--- config.mk ---
export PLATFORM = sky130hd
export DESIGN_NAME = uniform_grid_linear_resampler_top
export DESIGN_NICKNAME = d
export VERILOG_FILES = /design/src/rtl/ugr_pkg.sv /design/src/rtl/uniform_grid_linear_resampler_top.sv /design/src/rtl/ugr_fifo.sv /design/src/rtl/ugr_front.sv /design/src/rtl/ugr_back.sv
export SDC_FILE = /design/constraint.sdc
export NUM_CORES = 2
export LEC_CHECK = 0
export BUFFER_PORTS_ARGS = -buffer_cell sky130_fd_sc_hd__buf_2
export CAP_MARGIN = 40
export CORE_AREA = 2 2 521 316
export DETAILED_ROUTE_END_ITERATION = 7
export DIE_AREA = 0 0 523 318
export PLACE_DENSITY = 0.81
export SYNTH_ARGS = -nofsm -noshare
export SYNTH_HDL_FRONTEND = slang
export SYNTH_SLANG_ARGS = --single-unit
--- constraint.sdc ---
create_clock -name clk_i -period 28.1 [get_ports clk_i]
set_input_delay 8.43 -clock clk_i [delete_from_list [all_inputs] [get_ports clk_i]]
set_output_delay 8.43 -clock clk_i [all_outputs]
set_load 0.1 [all_outputs]
--- src/rtl/ugr_pkg.sv ---
`timescale 1ns / 1ps
// ----------------------------------------------------------------------------
// ugr_pkg
// Shared types and constants of the uniform grid linear resampler.
// ----------------------------------------------------------------------------
package ugr_pkg;

  localparam int SAMPLE_TIME_W = 32;
  localparam int GRID_TIME_W   = 48;
  localparam int VALUE_W       = 16;
  localparam int COUNT_W       = 20;
  localparam int GRID_INDEX_W  = 20;
  localparam int BURST_W       = 7;
  localparam int CFG_IDX_W     = 2;
  localparam int CFG_DATA_W    = 48;
  localparam int FRAC_W        = 16;

  localparam logic [GRID_TIME_W-1:0] GRID_TIME_MAX = '1;

  localparam logic [CFG_IDX_W-1:0] CFG_START_TIME    = 2'd0;
  localparam logic [CFG_IDX_W-1:0] CFG_SAMPLE_PERIOD = 2'd1;
  localparam logic [CFG_IDX_W-1:0] CFG_OUTPUT_COUNT  = 2'd2;

  typedef struct packed {
    logic [SAMPLE_TIME_W-1:0] sample_time;
    logic signed [VALUE_W-1:0] sample_value;
    logic                      final_sample;
  } ugr_in_t;

  typedef struct packed {
    logic signed [VALUE_W-1:0] grid_value;
    logic [GRID_INDEX_W-1:0]   grid_index;
    logic                      burst_end;
    logic                      burst_overflow;
  } ugr_out_t;

  // one burst of grid points handed from front to back
  typedef struct packed {
    logic [GRID_TIME_W-1:0]    ngt0;
    logic [GRID_INDEX_W-1:0]   idx0;
    logic [BURST_W-1:0]        n;
    logic [BURST_W-1:0]        ncov;
    logic                      ovf;
    logic [SAMPLE_TIME_W-1:0]  t0;
    logic [SAMPLE_TIME_W-1:0]  t1;
    logic signed [VALUE_W-1:0] v0;
    logic signed [VALUE_W-1:0] v1;
  } ugr_job_t;

  typedef struct packed {
    logic     valid;
    ugr_job_t job;
  } ugr_chan_t;

  typedef enum logic [2:0] {
    F_IDLE,
    F_DIV,
    F_CALC,
    F_MUL,
    F_PUSH
  } front_state_e;

  typedef enum logic [2:0] {
    B_IDLE,
    B_SETUP,
    B_DIV,
    B_ROUND,
    B_EMIT
  } back_state_e;

endpackage

--- src/rtl/uniform_grid_linear_resampler_top.sv ---
`timescale 1ns / 1ps
// ----------------------------------------------------------------------------
// uniform_grid_linear_resampler_top
// Resamples timed samples onto a uniform grid by linear interpolation.
// ----------------------------------------------------------------------------
//  channel   direction  handshake                word
//  cfg       in         cfg_we_i                 cfg_idx_i, cfg_wdata_i
//  in        in         in_valid_i / in_stall_o  ugr_in_t
//  out       out        out_valid_o / out_stall_i ugr_out_t
//
//  front takes a new sample only once it has pushed the last burst, after its serial
//  divide and shift-add grid advance; a final sample or zero period skips the advance
//  a burst waits in a 2-deep queue; back walks each interpolated point through setup,
//  16 divide steps, round and emit, other points through setup and emit, and pops in idle
//  reset is asynchronous and active low and clears all run state at once
//  out stall holds the output register; a full queue stalls the front
// ----------------------------------------------------------------------------
module uniform_grid_linear_resampler_top #(
  parameter int MAX_BURST       = 64,
  parameter int GRID_INDEX_BITS = 20
) (
  input  logic                           clk_i,
  input  logic                           rst_ni,
  input  logic                           cfg_we_i,
  input  logic [ugr_pkg::CFG_IDX_W-1:0]  cfg_idx_i,
  input  logic [ugr_pkg::CFG_DATA_W-1:0] cfg_wdata_i,
  input  logic                           in_valid_i,
  output logic                           in_stall_o,
  input  ugr_pkg::ugr_in_t               in_data_i,
  output logic                           out_valid_o,
  input  logic                           out_stall_i,
  output ugr_pkg::ugr_out_t              out_data_o
);
  import ugr_pkg::*;

  logic [GRID_TIME_W-1:0] period;
  ugr_chan_t              push, head;
  logic                   full, pop;

  ugr_front #(
    .MAX_BURST      (MAX_BURST),
    .GRID_INDEX_BITS(GRID_INDEX_BITS)
  ) u_front (
    .clk_i      (clk_i),
    .rst_ni     (rst_ni),
    .cfg_we_i   (cfg_we_i),
    .cfg_idx_i  (cfg_idx_i),
    .cfg_wdata_i(cfg_wdata_i),
    .in_valid_i (in_valid_i),
    .in_stall_o (in_stall_o),
    .in_data_i  (in_data_i),
    .period_o   (period),
    .push_o     (push),
    .full_i     (full)
  );

  ugr_fifo u_fifo (
    .clk_i (clk_i),
    .rst_ni(rst_ni),
    .push_i(push),
    .full_o(full),
    .head_o(head),
    .pop_i (pop)
  );

  ugr_back u_back (
    .clk_i      (clk_i),
    .rst_ni     (rst_ni),
    .period_i   (period),
    .head_i     (head),
    .pop_o      (pop),
    .out_valid_o(out_valid_o),
    .out_stall_i(out_stall_i),
    .out_data_o (out_data_o)
  );

endmodule

--- src/rtl/ugr_fifo.sv ---
`timescale 1ns / 1ps
// ----------------------------------------------------------------------------
// ugr_fifo
// Two-entry queue of bursts between the front and the back.
// ----------------------------------------------------------------------------
module ugr_fifo (
  input  logic              clk_i,
  input  logic              rst_ni,
  input  ugr_pkg::ugr_chan_t push_i,
  output logic              full_o,
  output ugr_pkg::ugr_chan_t head_o,
  input  logic              pop_i
);
  import ugr_pkg::*;

  localparam int DEPTH = 2;
  localparam int PTR_W = $clog2(DEPTH);
  localparam int CNT_W = $clog2(DEPTH + 1);
  localparam logic [CNT_W-1:0] FULL_CNT = CNT_W'(DEPTH);

  ugr_job_t         mem_q [DEPTH];
  logic [PTR_W-1:0] wr_q, wr_d, rd_q, rd_d;
  logic [CNT_W-1:0] cnt_q, cnt_d;
  logic             do_push, do_pop;

  assign full_o       = (cnt_q == FULL_CNT);
  assign head_o.valid = (cnt_q != '0);
  assign head_o.job   = mem_q[rd_q];
  assign do_push      = push_i.valid && !full_o;
  assign do_pop       = pop_i && head_o.valid;

  always_comb begin
    wr_d  = do_push ? wr_q + 1'b1 : wr_q;
    rd_d  = do_pop ? rd_q + 1'b1 : rd_q;
    cnt_d = cnt_q;
    if (do_push && !do_pop) begin
      cnt_d = cnt_q + 1'b1;
    end else if (do_pop && !do_push) begin
      cnt_d = cnt_q - 1'b1;
    end
  end

  always_ff @(posedge clk_i or negedge rst_ni) begin
    if (!rst_ni) begin
      wr_q  <= '0;
      rd_q  <= '0;
      cnt_q <= '0;
    end else begin
      wr_q  <= wr_d;
      rd_q  <= rd_d;
      cnt_q <= cnt_d;
    end
  end

  always_ff @(posedge clk_i) begin
    if (do_push) begin
      mem_q[wr_q] <= push_i.job;
    end
  end

endmodule

--- src/rtl/ugr_front.sv ---
`timescale 1ns / 1ps
// ----------------------------------------------------------------------------
// ugr_front
// Takes samples, keeps run state and registers, sizes each burst.
// ----------------------------------------------------------------------------
module ugr_front #(
  parameter int MAX_BURST       = 64,
  parameter int GRID_INDEX_BITS = 20
) (
  input  logic                                clk_i,
  input  logic                                rst_ni,
  input  logic                                cfg_we_i,
  input  logic [ugr_pkg::CFG_IDX_W-1:0]       cfg_idx_i,
  input  logic [ugr_pkg::CFG_DATA_W-1:0]      cfg_wdata_i,
  input  logic                                in_valid_i,
  output logic                                in_stall_o,
  input  ugr_pkg::ugr_in_t                    in_data_i,
  output logic [ugr_pkg::GRID_TIME_W-1:0]     period_o,
  output ugr_pkg::ugr_chan_t                  push_o,
  input  logic                                full_i
);
  import ugr_pkg::*;

  localparam int IDX_W = GRID_INDEX_BITS + 1;
  localparam int TOT_W = (IDX_W > COUNT_W) ? IDX_W : COUNT_W;
  localparam int STEP_W = $clog2(IDX_W);
  localparam int DIV_W = GRID_TIME_W + IDX_W - 1;
  localparam int ACC_W = DIV_W + 2;
  localparam logic [TOT_W-1:0] RUN_CAP = TOT_W'(1) << GRID_INDEX_BITS;
  localparam logic [IDX_W:0] BURST_LIM = (IDX_W + 1)'(MAX_BURST);
  localparam logic [STEP_W-1:0] LAST_STEP = STEP_W'(IDX_W - 1);

  front_state_e state_q, state_d;

  logic [SAMPLE_TIME_W-1:0] start_q, start_d;
  logic [GRID_TIME_W-1:0]   period_q, period_d;
  logic [COUNT_W-1:0]       count_q, count_d;
  logic [SAMPLE_TIME_W-1:0] prev_time_q, prev_time_d;
  logic signed [VALUE_W-1:0] prev_value_q, prev_value_d;
  logic                     have_prev_q, have_prev_d;
  logic [GRID_TIME_W-1:0]   ngt_q, ngt_d;
  logic [IDX_W-1:0]         idx_q, idx_d;

  logic                     fin_q, fin_d;
  logic                     none_q, none_d;
  logic                     sat_q, sat_d;
  logic [GRID_TIME_W-1:0]   div_r_q, div_r_d;
  logic [DIV_W-1:0]         div_s_q, div_s_d;
  logic [IDX_W-1:0]         quo_q, quo_d;
  logic [STEP_W-1:0]        step_q, step_d;
  logic [IDX_W-1:0]         due_q, due_d;
  logic [ACC_W-1:0]         acc_q, acc_d;
  logic [DIV_W-1:0]         add_q, add_d;
  logic [IDX_W-1:0]         mbits_q, mbits_d;
  ugr_job_t                 job_q, job_d;

  logic [GRID_TIME_W-1:0]   tnew_in, ngt_eff, diff_in;
  logic [DIV_W-1:0]         div_ext, div_left;
  logic                     div_ge;
  logic [TOT_W-1:0]         count_ext, total_w;
  logic [IDX_W-1:0]         total, rem, due;
  logic [IDX_W:0]           covered, rem_x, due_x, n_w, ncov_w;
  logic                     ovf_w;
  logic [ACC_W-1:0]         acc_add;
  logic [GRID_TIME_W-1:0]   acc_sat;
  logic                     done;

  assign period_o = period_q;

  // sample arriving
  assign tnew_in = {in_data_i.sample_time, FRAC_W'(0)};
  assign ngt_eff = (!have_prev_q && idx_q == '0) ? {start_q, FRAC_W'(0)} : ngt_q;
  assign diff_in = tnew_in - ngt_eff;

  // restoring divide step
  assign div_ext  = DIV_W'(div_r_q);
  assign div_ge   = (div_ext >= div_s_q);
  assign div_left = div_ext - div_s_q;

  // burst sizing
  assign count_ext = TOT_W'(count_q);
  assign total_w   = (count_ext >= RUN_CAP) ? RUN_CAP : count_ext;
  assign total     = total_w[IDX_W-1:0];
  assign rem       = (total > idx_q) ? total - idx_q : '0;
  assign rem_x     = {1'b0, rem};
  assign covered   = none_q ? '0 : (sat_q ? '1 : {1'b0, quo_q} + 1'b1);
  assign due       = (covered < rem_x) ? covered[IDX_W-1:0] : rem;
  assign due_x     = {1'b0, due};
  assign ncov_w    = (covered > BURST_LIM) ? BURST_LIM : covered;

  always_comb begin
    n_w   = '0;
    ovf_w = 1'b0;
    if (period_q != '0) begin
      if (fin_q) begin
        n_w   = (rem_x > BURST_LIM) ? BURST_LIM : rem_x;
        ovf_w = (rem_x > BURST_LIM);
      end else begin
        n_w   = (due_x > BURST_LIM) ? BURST_LIM : due_x;
        ovf_w = (due_x > BURST_LIM);
      end
    end
  end

  // grid advance by shift and add
  assign acc_add = acc_q + (mbits_q[0] ? {2'b00, add_q} : '0);
  assign acc_sat = (acc_add > ACC_W'(GRID_TIME_MAX)) ? GRID_TIME_MAX
                                                     : acc_add[GRID_TIME_W-1:0];

  assign done = (state_q == F_PUSH) && ((job_q.n == '0) || !full_i);

  always_comb begin
    state_d = state_q;
    case (state_q)
      F_IDLE: begin
        if (in_valid_i) state_d = F_DIV;
      end
      F_DIV: begin
        if (step_q == '0) state_d = F_CALC;
      end
      F_CALC: begin
        state_d = (fin_q || period_q == '0) ? F_PUSH : F_MUL;
      end
      F_MUL: begin
        if (step_q == '0) state_d = F_PUSH;
      end
      F_PUSH: begin
        if (done) state_d = F_IDLE;
      end
      default: state_d = F_IDLE;
    endcase
  end

  always_comb begin
    in_stall_o   = (state_q != F_IDLE);
    push_o.valid = (state_q == F_PUSH) && (job_q.n != '0) && !full_i;
    push_o.job   = job_q;
  end

  always_comb begin
    start_d      = start_q;
    period_d     = period_q;
    count_d      = count_q;
    prev_time_d  = prev_time_q;
    prev_value_d = prev_value_q;
    have_prev_d  = have_prev_q;
    ngt_d        = ngt_q;
    idx_d        = idx_q;
    fin_d        = fin_q;
    none_d       = none_q;
    sat_d        = sat_q;
    div_r_d      = div_r_q;
    div_s_d      = div_s_q;
    quo_d        = quo_q;
    step_d       = step_q;
    due_d        = due_q;
    acc_d        = acc_q;
    add_d        = add_q;
    mbits_d      = mbits_q;
    job_d        = job_q;
    case (state_q)
      F_IDLE: begin
        if (in_valid_i) begin
          fin_d        = in_data_i.final_sample;
          job_d.t0     = have_prev_q ? prev_time_q : in_data_i.sample_time;
          job_d.v0     = have_prev_q ? prev_value_q : in_data_i.sample_value;
          job_d.t1     = in_data_i.sample_time;
          job_d.v1     = in_data_i.sample_value;
          job_d.ngt0   = ngt_eff;
          job_d.idx0   = GRID_INDEX_W'(idx_q);
          ngt_d        = ngt_eff;
          prev_time_d  = in_data_i.sample_time;
          prev_value_d = in_data_i.sample_value;
          have_prev_d  = 1'b1;
          none_d       = (ngt_eff > tnew_in);
          sat_d        = ((diff_in >> IDX_W) >= period_q);
          div_r_d      = diff_in;
          div_s_d      = DIV_W'(period_q) << (IDX_W - 1);
          quo_d        = '0;
          step_d       = LAST_STEP;
        end
      end
      F_DIV: begin
        if (div_ge) div_r_d = div_left[GRID_TIME_W-1:0];
        quo_d   = {quo_q[IDX_W-2:0], div_ge};
        div_s_d = div_s_q >> 1;
        step_d  = step_q - 1'b1;
      end
      F_CALC: begin
        job_d.n    = n_w[BURST_W-1:0];
        job_d.ncov = ncov_w[BURST_W-1:0];
        job_d.ovf  = ovf_w;
        due_d      = due;
        acc_d      = ACC_W'(ngt_q);
        add_d      = DIV_W'(period_q);
        mbits_d    = due;
        step_d     = LAST_STEP;
      end
      F_MUL: begin
        acc_d   = acc_add;
        add_d   = add_q << 1;
        mbits_d = mbits_q >> 1;
        step_d  = step_q - 1'b1;
        if (step_q == '0) begin
          ngt_d = acc_sat;
          idx_d = idx_q + due_q;
        end
      end
      F_PUSH: begin
        if (done && fin_q) begin
          have_prev_d = 1'b0;
          idx_d       = '0;
          ngt_d       = {start_q, FRAC_W'(0)};
        end
      end
      default: ;
    endcase
    if (cfg_we_i) begin
      case (cfg_idx_i)
        CFG_START_TIME: begin
          start_d = cfg_wdata_i[SAMPLE_TIME_W-1:0];
          if (!have_prev_q && idx_q == '0) begin
            ngt_d = {cfg_wdata_i[SAMPLE_TIME_W-1:0], FRAC_W'(0)};
          end
        end
        CFG_SAMPLE_PERIOD: period_d = cfg_wdata_i[GRID_TIME_W-1:0];
        CFG_OUTPUT_COUNT:  count_d  = cfg_wdata_i[COUNT_W-1:0];
        default: ;
      endcase
    end
  end

  always_ff @(posedge clk_i or negedge rst_ni) begin
    if (!rst_ni) begin
      state_q      <= F_IDLE;
      start_q      <= '0;
      period_q     <= '0;
      count_q      <= '0;
      prev_time_q  <= '0;
      prev_value_q <= '0;
      have_prev_q  <= 1'b0;
      ngt_q        <= '0;
      idx_q        <= '0;
    end else begin
      state_q      <= state_d;
      start_q      <= start_d;
      period_q     <= period_d;
      count_q      <= count_d;
      prev_time_q  <= prev_time_d;
      prev_value_q <= prev_value_d;
      have_prev_q  <= have_prev_d;
      ngt_q        <= ngt_d;
      idx_q        <= idx_d;
    end
  end

  always_ff @(posedge clk_i) begin
    fin_q   <= fin_d;
    none_q  <= none_d;
    sat_q   <= sat_d;
    div_r_q <= div_r_d;
    div_s_q <= div_s_d;
    quo_q   <= quo_d;
    step_q  <= step_d;
    due_q   <= due_d;
    acc_q   <= acc_d;
    add_q   <= add_d;
    mbits_q <= mbits_d;
    job_q   <= job_d;
  end

endmodule

--- src/rtl/ugr_back.sv ---
`timescale 1ns / 1ps
// ----------------------------------------------------------------------------
// ugr_back
// Walks the grid points of each burst, interpolates and drives the output.
// ----------------------------------------------------------------------------
module ugr_back (
  input  logic                            clk_i,
  input  logic                            rst_ni,
  input  logic [ugr_pkg::GRID_TIME_W-1:0] period_i,
  input  ugr_pkg::ugr_chan_t              head_i,
  output logic                            pop_o,
  output logic                            out_valid_o,
  input  logic                            out_stall_i,
  output ugr_pkg::ugr_out_t               out_data_o
);
  import ugr_pkg::*;

  localparam int MAG_W = VALUE_W;
  localparam int BIT_W = $clog2(MAG_W);
  localparam int SUM_W = GRID_TIME_W + 2;
  localparam logic [BIT_W-1:0] TOP_BIT = BIT_W'(MAG_W - 1);

  back_state_e state_q, state_d;

  ugr_job_t                  job_q, job_d;
  logic [BURST_W-1:0]        k_q, k_d;
  logic [GRID_TIME_W-1:0]    tg_q, tg_d;
  logic [GRID_INDEX_W-1:0]   idx_q, idx_d;
  logic signed [VALUE_W-1:0] val_q, val_d;
  logic [GRID_TIME_W-1:0]    r_q, r_d;
  logic [GRID_TIME_W-1:0]    span_q, span_d;
  logic [GRID_TIME_W-1:0]    off_q, off_d;
  logic [MAG_W-1:0]          mag_q, mag_d;
  logic                      neg_q, neg_d;
  logic [MAG_W-1:0]          quo_q, quo_d;
  logic [BIT_W-1:0]          bit_q, bit_d;
  logic                      out_valid_q, out_valid_d;
  ugr_out_t                  out_q, out_d;

  logic [GRID_TIME_W-1:0]    t0w, t1w, span, off;
  logic [VALUE_W:0]          dv, dmag;
  logic                      covered, interp_go, last, load;
  logic [SUM_W-1:0]          tsum, span1, span2;
  logic [1:0]                digit;
  logic [SUM_W-1:0]          r_next;
  logic                      rnd;
  logic [MAG_W:0]            qf;
  logic [VALUE_W:0]          v0x, res;

  // segment setup
  assign t0w       = {job_q.t0, FRAC_W'(0)};
  assign t1w       = {job_q.t1, FRAC_W'(0)};
  assign span      = (t1w > t0w) ? t1w - t0w : '0;
  assign off       = (tg_q > t0w) ? tg_q - t0w : '0;
  assign dv        = {job_q.v1[VALUE_W-1], job_q.v1} - {job_q.v0[VALUE_W-1], job_q.v0};
  assign dmag      = dv[VALUE_W] ? (~dv + 1'b1) : dv;
  assign covered   = (k_q < job_q.ncov);
  assign interp_go = covered && (span != '0) && (off < span);

  // joint multiply and divide, one bit of the magnitude per cycle
  assign tsum  = {1'b0, r_q, 1'b0} + (mag_q[bit_q] ? {2'b00, off_q} : '0);
  assign span1 = {2'b00, span_q};
  assign span2 = {1'b0, span_q, 1'b0};

  always_comb begin
    if (tsum >= span2) begin
      digit  = 2'd2;
      r_next = tsum - span2;
    end else if (tsum >= span1) begin
      digit  = 2'd1;
      r_next = tsum - span1;
    end else begin
      digit  = 2'd0;
      r_next = tsum;
    end
  end

  // round half away from the previous value
  assign rnd = ({1'b0, r_q} + {2'b00, span_q[GRID_TIME_W-1:1]}) >= {1'b0, span_q};
  assign qf  = {1'b0, quo_q} + (MAG_W + 1)'(rnd);
  assign v0x = {job_q.v0[VALUE_W-1], job_q.v0};
  assign res = neg_q ? v0x - qf : v0x + qf;

  assign last = (k_q == job_q.n - 1'b1);
  assign load = (state_q == B_EMIT) && (!out_valid_q || !out_stall_i);

  always_comb begin
    state_d = state_q;
    case (state_q)
      B_IDLE: begin
        if (head_i.valid) state_d = B_SETUP;
      end
      B_SETUP: begin
        state_d = interp_go ? B_DIV : B_EMIT;
      end
      B_DIV: begin
        if (bit_q == '0) state_d = B_ROUND;
      end
      B_ROUND: begin
        state_d = B_EMIT;
      end
      B_EMIT: begin
        if (load) state_d = last ? B_IDLE : B_SETUP;
      end
      default: state_d = B_IDLE;
    endcase
  end

  always_comb begin
    pop_o       = (state_q == B_IDLE) && head_i.valid;
    out_valid_o = out_valid_q;
    out_data_o  = out_q;
  end

  always_comb begin
    job_d       = job_q;
    k_d         = k_q;
    tg_d        = tg_q;
    idx_d       = idx_q;
    val_d       = val_q;
    r_d         = r_q;
    span_d      = span_q;
    off_d       = off_q;
    mag_d       = mag_q;
    neg_d       = neg_q;
    quo_d       = quo_q;
    bit_d       = bit_q;
    out_d       = out_q;
    out_valid_d = out_valid_q && out_stall_i;
    case (state_q)
      B_IDLE: begin
        if (head_i.valid) begin
          job_d = head_i.job;
          k_d   = '0;
          tg_d  = head_i.job.ngt0;
          idx_d = head_i.job.idx0;
        end
      end
      B_SETUP: begin
        val_d  = (covered && span == '0) ? job_q.v0 : job_q.v1;
        r_d    = '0;
        quo_d  = '0;
        bit_d  = TOP_BIT;
        span_d = span;
        off_d  = off;
        mag_d  = dmag[MAG_W-1:0];
        neg_d  = dv[VALUE_W];
      end
      B_DIV: begin
        r_d   = r_next[GRID_TIME_W-1:0];
        quo_d = {quo_q[MAG_W-2:0], 1'b0} + MAG_W'(digit);
        bit_d = bit_q - 1'b1;
      end
      B_ROUND: begin
        val_d = res[VALUE_W-1:0];
      end
      B_EMIT: begin
        if (load) begin
          out_valid_d          = 1'b1;
          out_d.grid_value     = val_q;
          out_d.grid_index     = idx_q;
          out_d.burst_end      = last;
          out_d.burst_overflow = job_q.ovf;
          k_d                  = k_q + 1'b1;
          tg_d                 = tg_q + period_i;
          idx_d                = idx_q + 1'b1;
        end
      end
      default: ;
    endcase
  end

  always_ff @(posedge clk_i or negedge rst_ni) begin
    if (!rst_ni) begin
      state_q     <= B_IDLE;
      out_valid_q <= 1'b0;
    end else begin
      state_q     <= state_d;
      out_valid_q <= out_valid_d;
    end
  end

  always_ff @(posedge clk_i) begin
    job_q  <= job_d;
    k_q    <= k_d;
    tg_q   <= tg_d;
    idx_q  <= idx_d;
    val_q  <= val_d;
    r_q    <= r_d;
    span_q <= span_d;
    off_q  <= off_d;
    mag_q  <= mag_d;
    neg_q  <= neg_d;
    quo_q  <= quo_d;
    bit_q  <= bit_d;
    out_q  <= out_d;
  end

  a_rem_below_span: assert property (@(posedge clk_i) disable iff (!rst_ni)
    (state_q == B_DIV) |-> (r_q < span_q))
    else $error("partial remainder not below span");

  a_step_within_segment: assert property (@(posedge clk_i) disable iff (!rst_ni)
    (state_q == B_ROUND) |-> (qf <= {1'b0, mag_q}))
    else $error("interpolation step beyond segment");

  a_point_in_burst: assert property (@(posedge clk_i) disable iff (!rst_ni)
    (state_q == B_EMIT) |-> (k_q < job_q.n))
    else $error("grid point beyond burst length");

endmodule

==> impl_results.md <==
* Final setup viols at 0
* # nets final at 9075
* Post-synth EDFFs at 1267
* Final min period at 12.75 ns
* Total number of H-tree levels at 4
* CTS Sinks at 1496
* Hold path cells at 0
* Final Skew at 0.0638 ns
* Post-route antenna net violation count at 0
* Synth top cells by count: edfxtp_1, nand2_1, ha_1
* Outcome: finished, violations left
* Initial Utilization at 54.5%
* Global-route wire length before repair at 398000 µm
* Vias in the first global route at 63359
* Most common cell in the netlist: edfxtp_1
* Synthesized area at 0.0884 mm²
* Asr flop ratio synth at 15.3%
* IO Pins at 144
* Syn_area_per_cell at 10.7 µm²
* Clock-pin slew on the worst setup and hold paths at 0.06 ns
* Critical path class: in -> reg
* Die outline width at 523 µm
* Sequential share of the synthesized area at 49.5%
* Clock root buffer: clkbuf_16
* Hold Path Sink: u_back.out_data_o[32]
* Critical R2R Capture: u_back.val_q[14]
* Initial DRC Count at 9304
* Core Region at 0.162 mm²
* Crit path DAT at 13.30 ns
* Total number of vias at 68390
* CP Capture Type: register
* Routed WL per cell at 25.2 µm
* Area Overhead vs Synth at 9.52%
* Delay-heaviest family, CP: compound AO/OA/AOI/OAI gates
* Crit path cell chain: buf_2, ha_1, a21o_1, a21o_1, or3_1, o21ai_0, o211ai_1, o41a_1, a21o_1, a211oi_1, nor2_1, ha_1, a21o_1, a21o_1, a21oi_1, nor2b_1, o21ai_0, nand2b_1, a21oi_1, nor2b_1, a2111oi_0, o21bai_1, a21oi_1, nor2_1
* Drt pass-1 iters at 8
* RSZ-0062 raised after global routing: no
* Worst-path fanout max at 5
* Cts hold-fix bufs at 0
* Tightest Pin Transition at 1.04 ns
* Data required time at the worst endpoint at 28.65 ns
* Largest net degree at the start of global routing at 162
* Post-CTS Setup Inserts at 0
* WP depth at 24
* Relative slew slack at 29.0%
* Startpoint of the worst hold path: u_back.val_q[10]
* Final hold violations at 0
* Initial antenna violation count at 29
* Synth Instances at 8260
* FF-to-FF setup slack at 17.74 ns
* Primary FF master, synth: edfxtp_1
* Bufs and invs on worst path at 1
* Max-cap viol count at 0
* Syn Nets at 8980
* Startpoint types: input pin
* #FFs+latches synth at 1496
* Die Area at 0.166 mm²
* Ranking of synthesized cells by area: edfxtp_1, ha_1, dfrtp_1
* Placer Congestion at 1.01
* CTS buffer count at 145
* Fin crit share at 45.4%
* PostCTS Resize Cnt at 0
* CTS tree: done
* Synth top area share at 43.0%
* Cell Rows at 115
* Yosys warning total at 0
* Cell taking the most area after synthesis: edfxtp_1
* Worst skew pair latency at 0.85 ns
* Yosys cell types at 95
* Final HPWL DP at 202000 µm
* Vias per cell at 6.42
* Largest stage delay on the critical path at 0.44 ns
* Filler cells at 12900
* Slew Viols, Final at 0
* Routed WL at 269000 µm
* Setup ws final at 15.35 ns
* R2R Path Start: u_back.span_q[23]
* Port-buffer cells at 143
* Fmax at 78.4 MHz
* Post-route DRC at 1
* CP max-delay cell: o41a_1
* Worst reg2reg path depth at 42
* Crit path top cell by count: a21o_1
* Die height at 318 µm
* Worst Hold Class: reg -> reg
* Bufs on Longest Clock Path at 3
* Violated checks: design-rule violations
* Share of cells above drive strength 1 at 10.6%
* Grt ovf at 0
* Place WS at 14.63 ns
* Setup TNS at 0 ns
* GRT Util Overall at 31.6%
-- layer usage --
| metal | vias up | global-route usage, % | wire length [µm] |
|---|---|---|---|
| li1 | 30641 | - | - |
| met1 | 33186 | 49.5 | 120000 |
| met2 | 4042 | 42.2 | 106000 |
| met3 | 513 | 7.94 | 33900 |
| met4 | 8 | 9.90 | 8280 |
| met5 | - | 0 | 35 |
-- kinds of logic after synthesis --
group | Yosys count | synth area share (%)
AO/OA/AOI/OAI | 2000 | 14.5
multiplexers | 447 | 5.61
adder cells (fa/ha/maj) | 616 | 8.83
flip-flops | 1496 | 49.5
XOR/XNOR | 518 | 5.13
buffers and inverters | 730 | 3.14
AND/OR/NAND/NOR | 2453 | 13.3
-- layout make-up --
type	instances	area [µm²]	area share [%]
multi-input cells	6034	42000	43.4
repair buffers	234	1690	1.75
diodes	14	35.0	0.0362
clock inverters	86	1040	1.08
clock buffers	186	3890	4.02
flip-flops and latches	1496	43800	45.2
inverters	444	1670	1.72
well taps	2164	2710	2.80
-- worst max-delay path by stage --
stage | startpoint | endpoint
floorplan | in_valid_i | u_front.div_r_q[0]
global placement | in_data_i[28] | u_front.sat_q
detailed placement | in_data_i[28] | u_front.sat_q
CTS | in_data_i[28] | u_front.sat_q
global route | in_data_i[19] | u_front.sat_q
finish | in_data_i[28] | u_front.sat_q
-- flip-flops by register name, indices dropped and copies added, names as in the netlist, 68 cells and up --
name / cells
u_front.push_o: 179
u_front.acc_q: 70
u_front.div_s_q: 68
u_front.add_q: 68
u_fifo.mem_q: 358
u_back.job_q: 111
-- placed cells by master, fill, tap and decap left out, drive strengths merged, types with 36 or more instances in the layout --
cell,netlist,layout
o21a,61,61
nand2,813,813
edfxtp,1267,1267
nor2,568,568
o22ai,46,46
a21oi,598,598
nand3,155,155
clkbuf,228,186
nor2b,124,124
o21bai,91,91
buf,58,233
a211oi,62,62
dfrtp,229,229
a21o,285,285
nor4,60,60
and2,159,159
nand4,100,100
a31oi,52,52
clkinv,0,51
and3,88,88
or3,42,42
xor2,211,211
ha,603,603
inv,444,455
o21ai,452,452
nor3,137,137
mux2i,98,98
mux2,345,345
a221o,44,44
nand2b,74,74
xnor2,307,307
or2,36,36
o31a,40,40
-- metrics by stage --
stage                     instances  hold WS, ns  util, %  cell area (µm²)
after floorplan                8260        0.400        -            88400
after global placement        10348        0.403     56.4            91400
after detailed placement      10372        0.405     56.7            91900
after CTS                     10644        0.421     59.7            96800
after global routing          10651        0.427     59.7            96800
final                         10658        0.406     59.7            96900
Power is not shown: default switching activity piles up to over one toggle a cycle in this logic, so the estimate is an artifact.
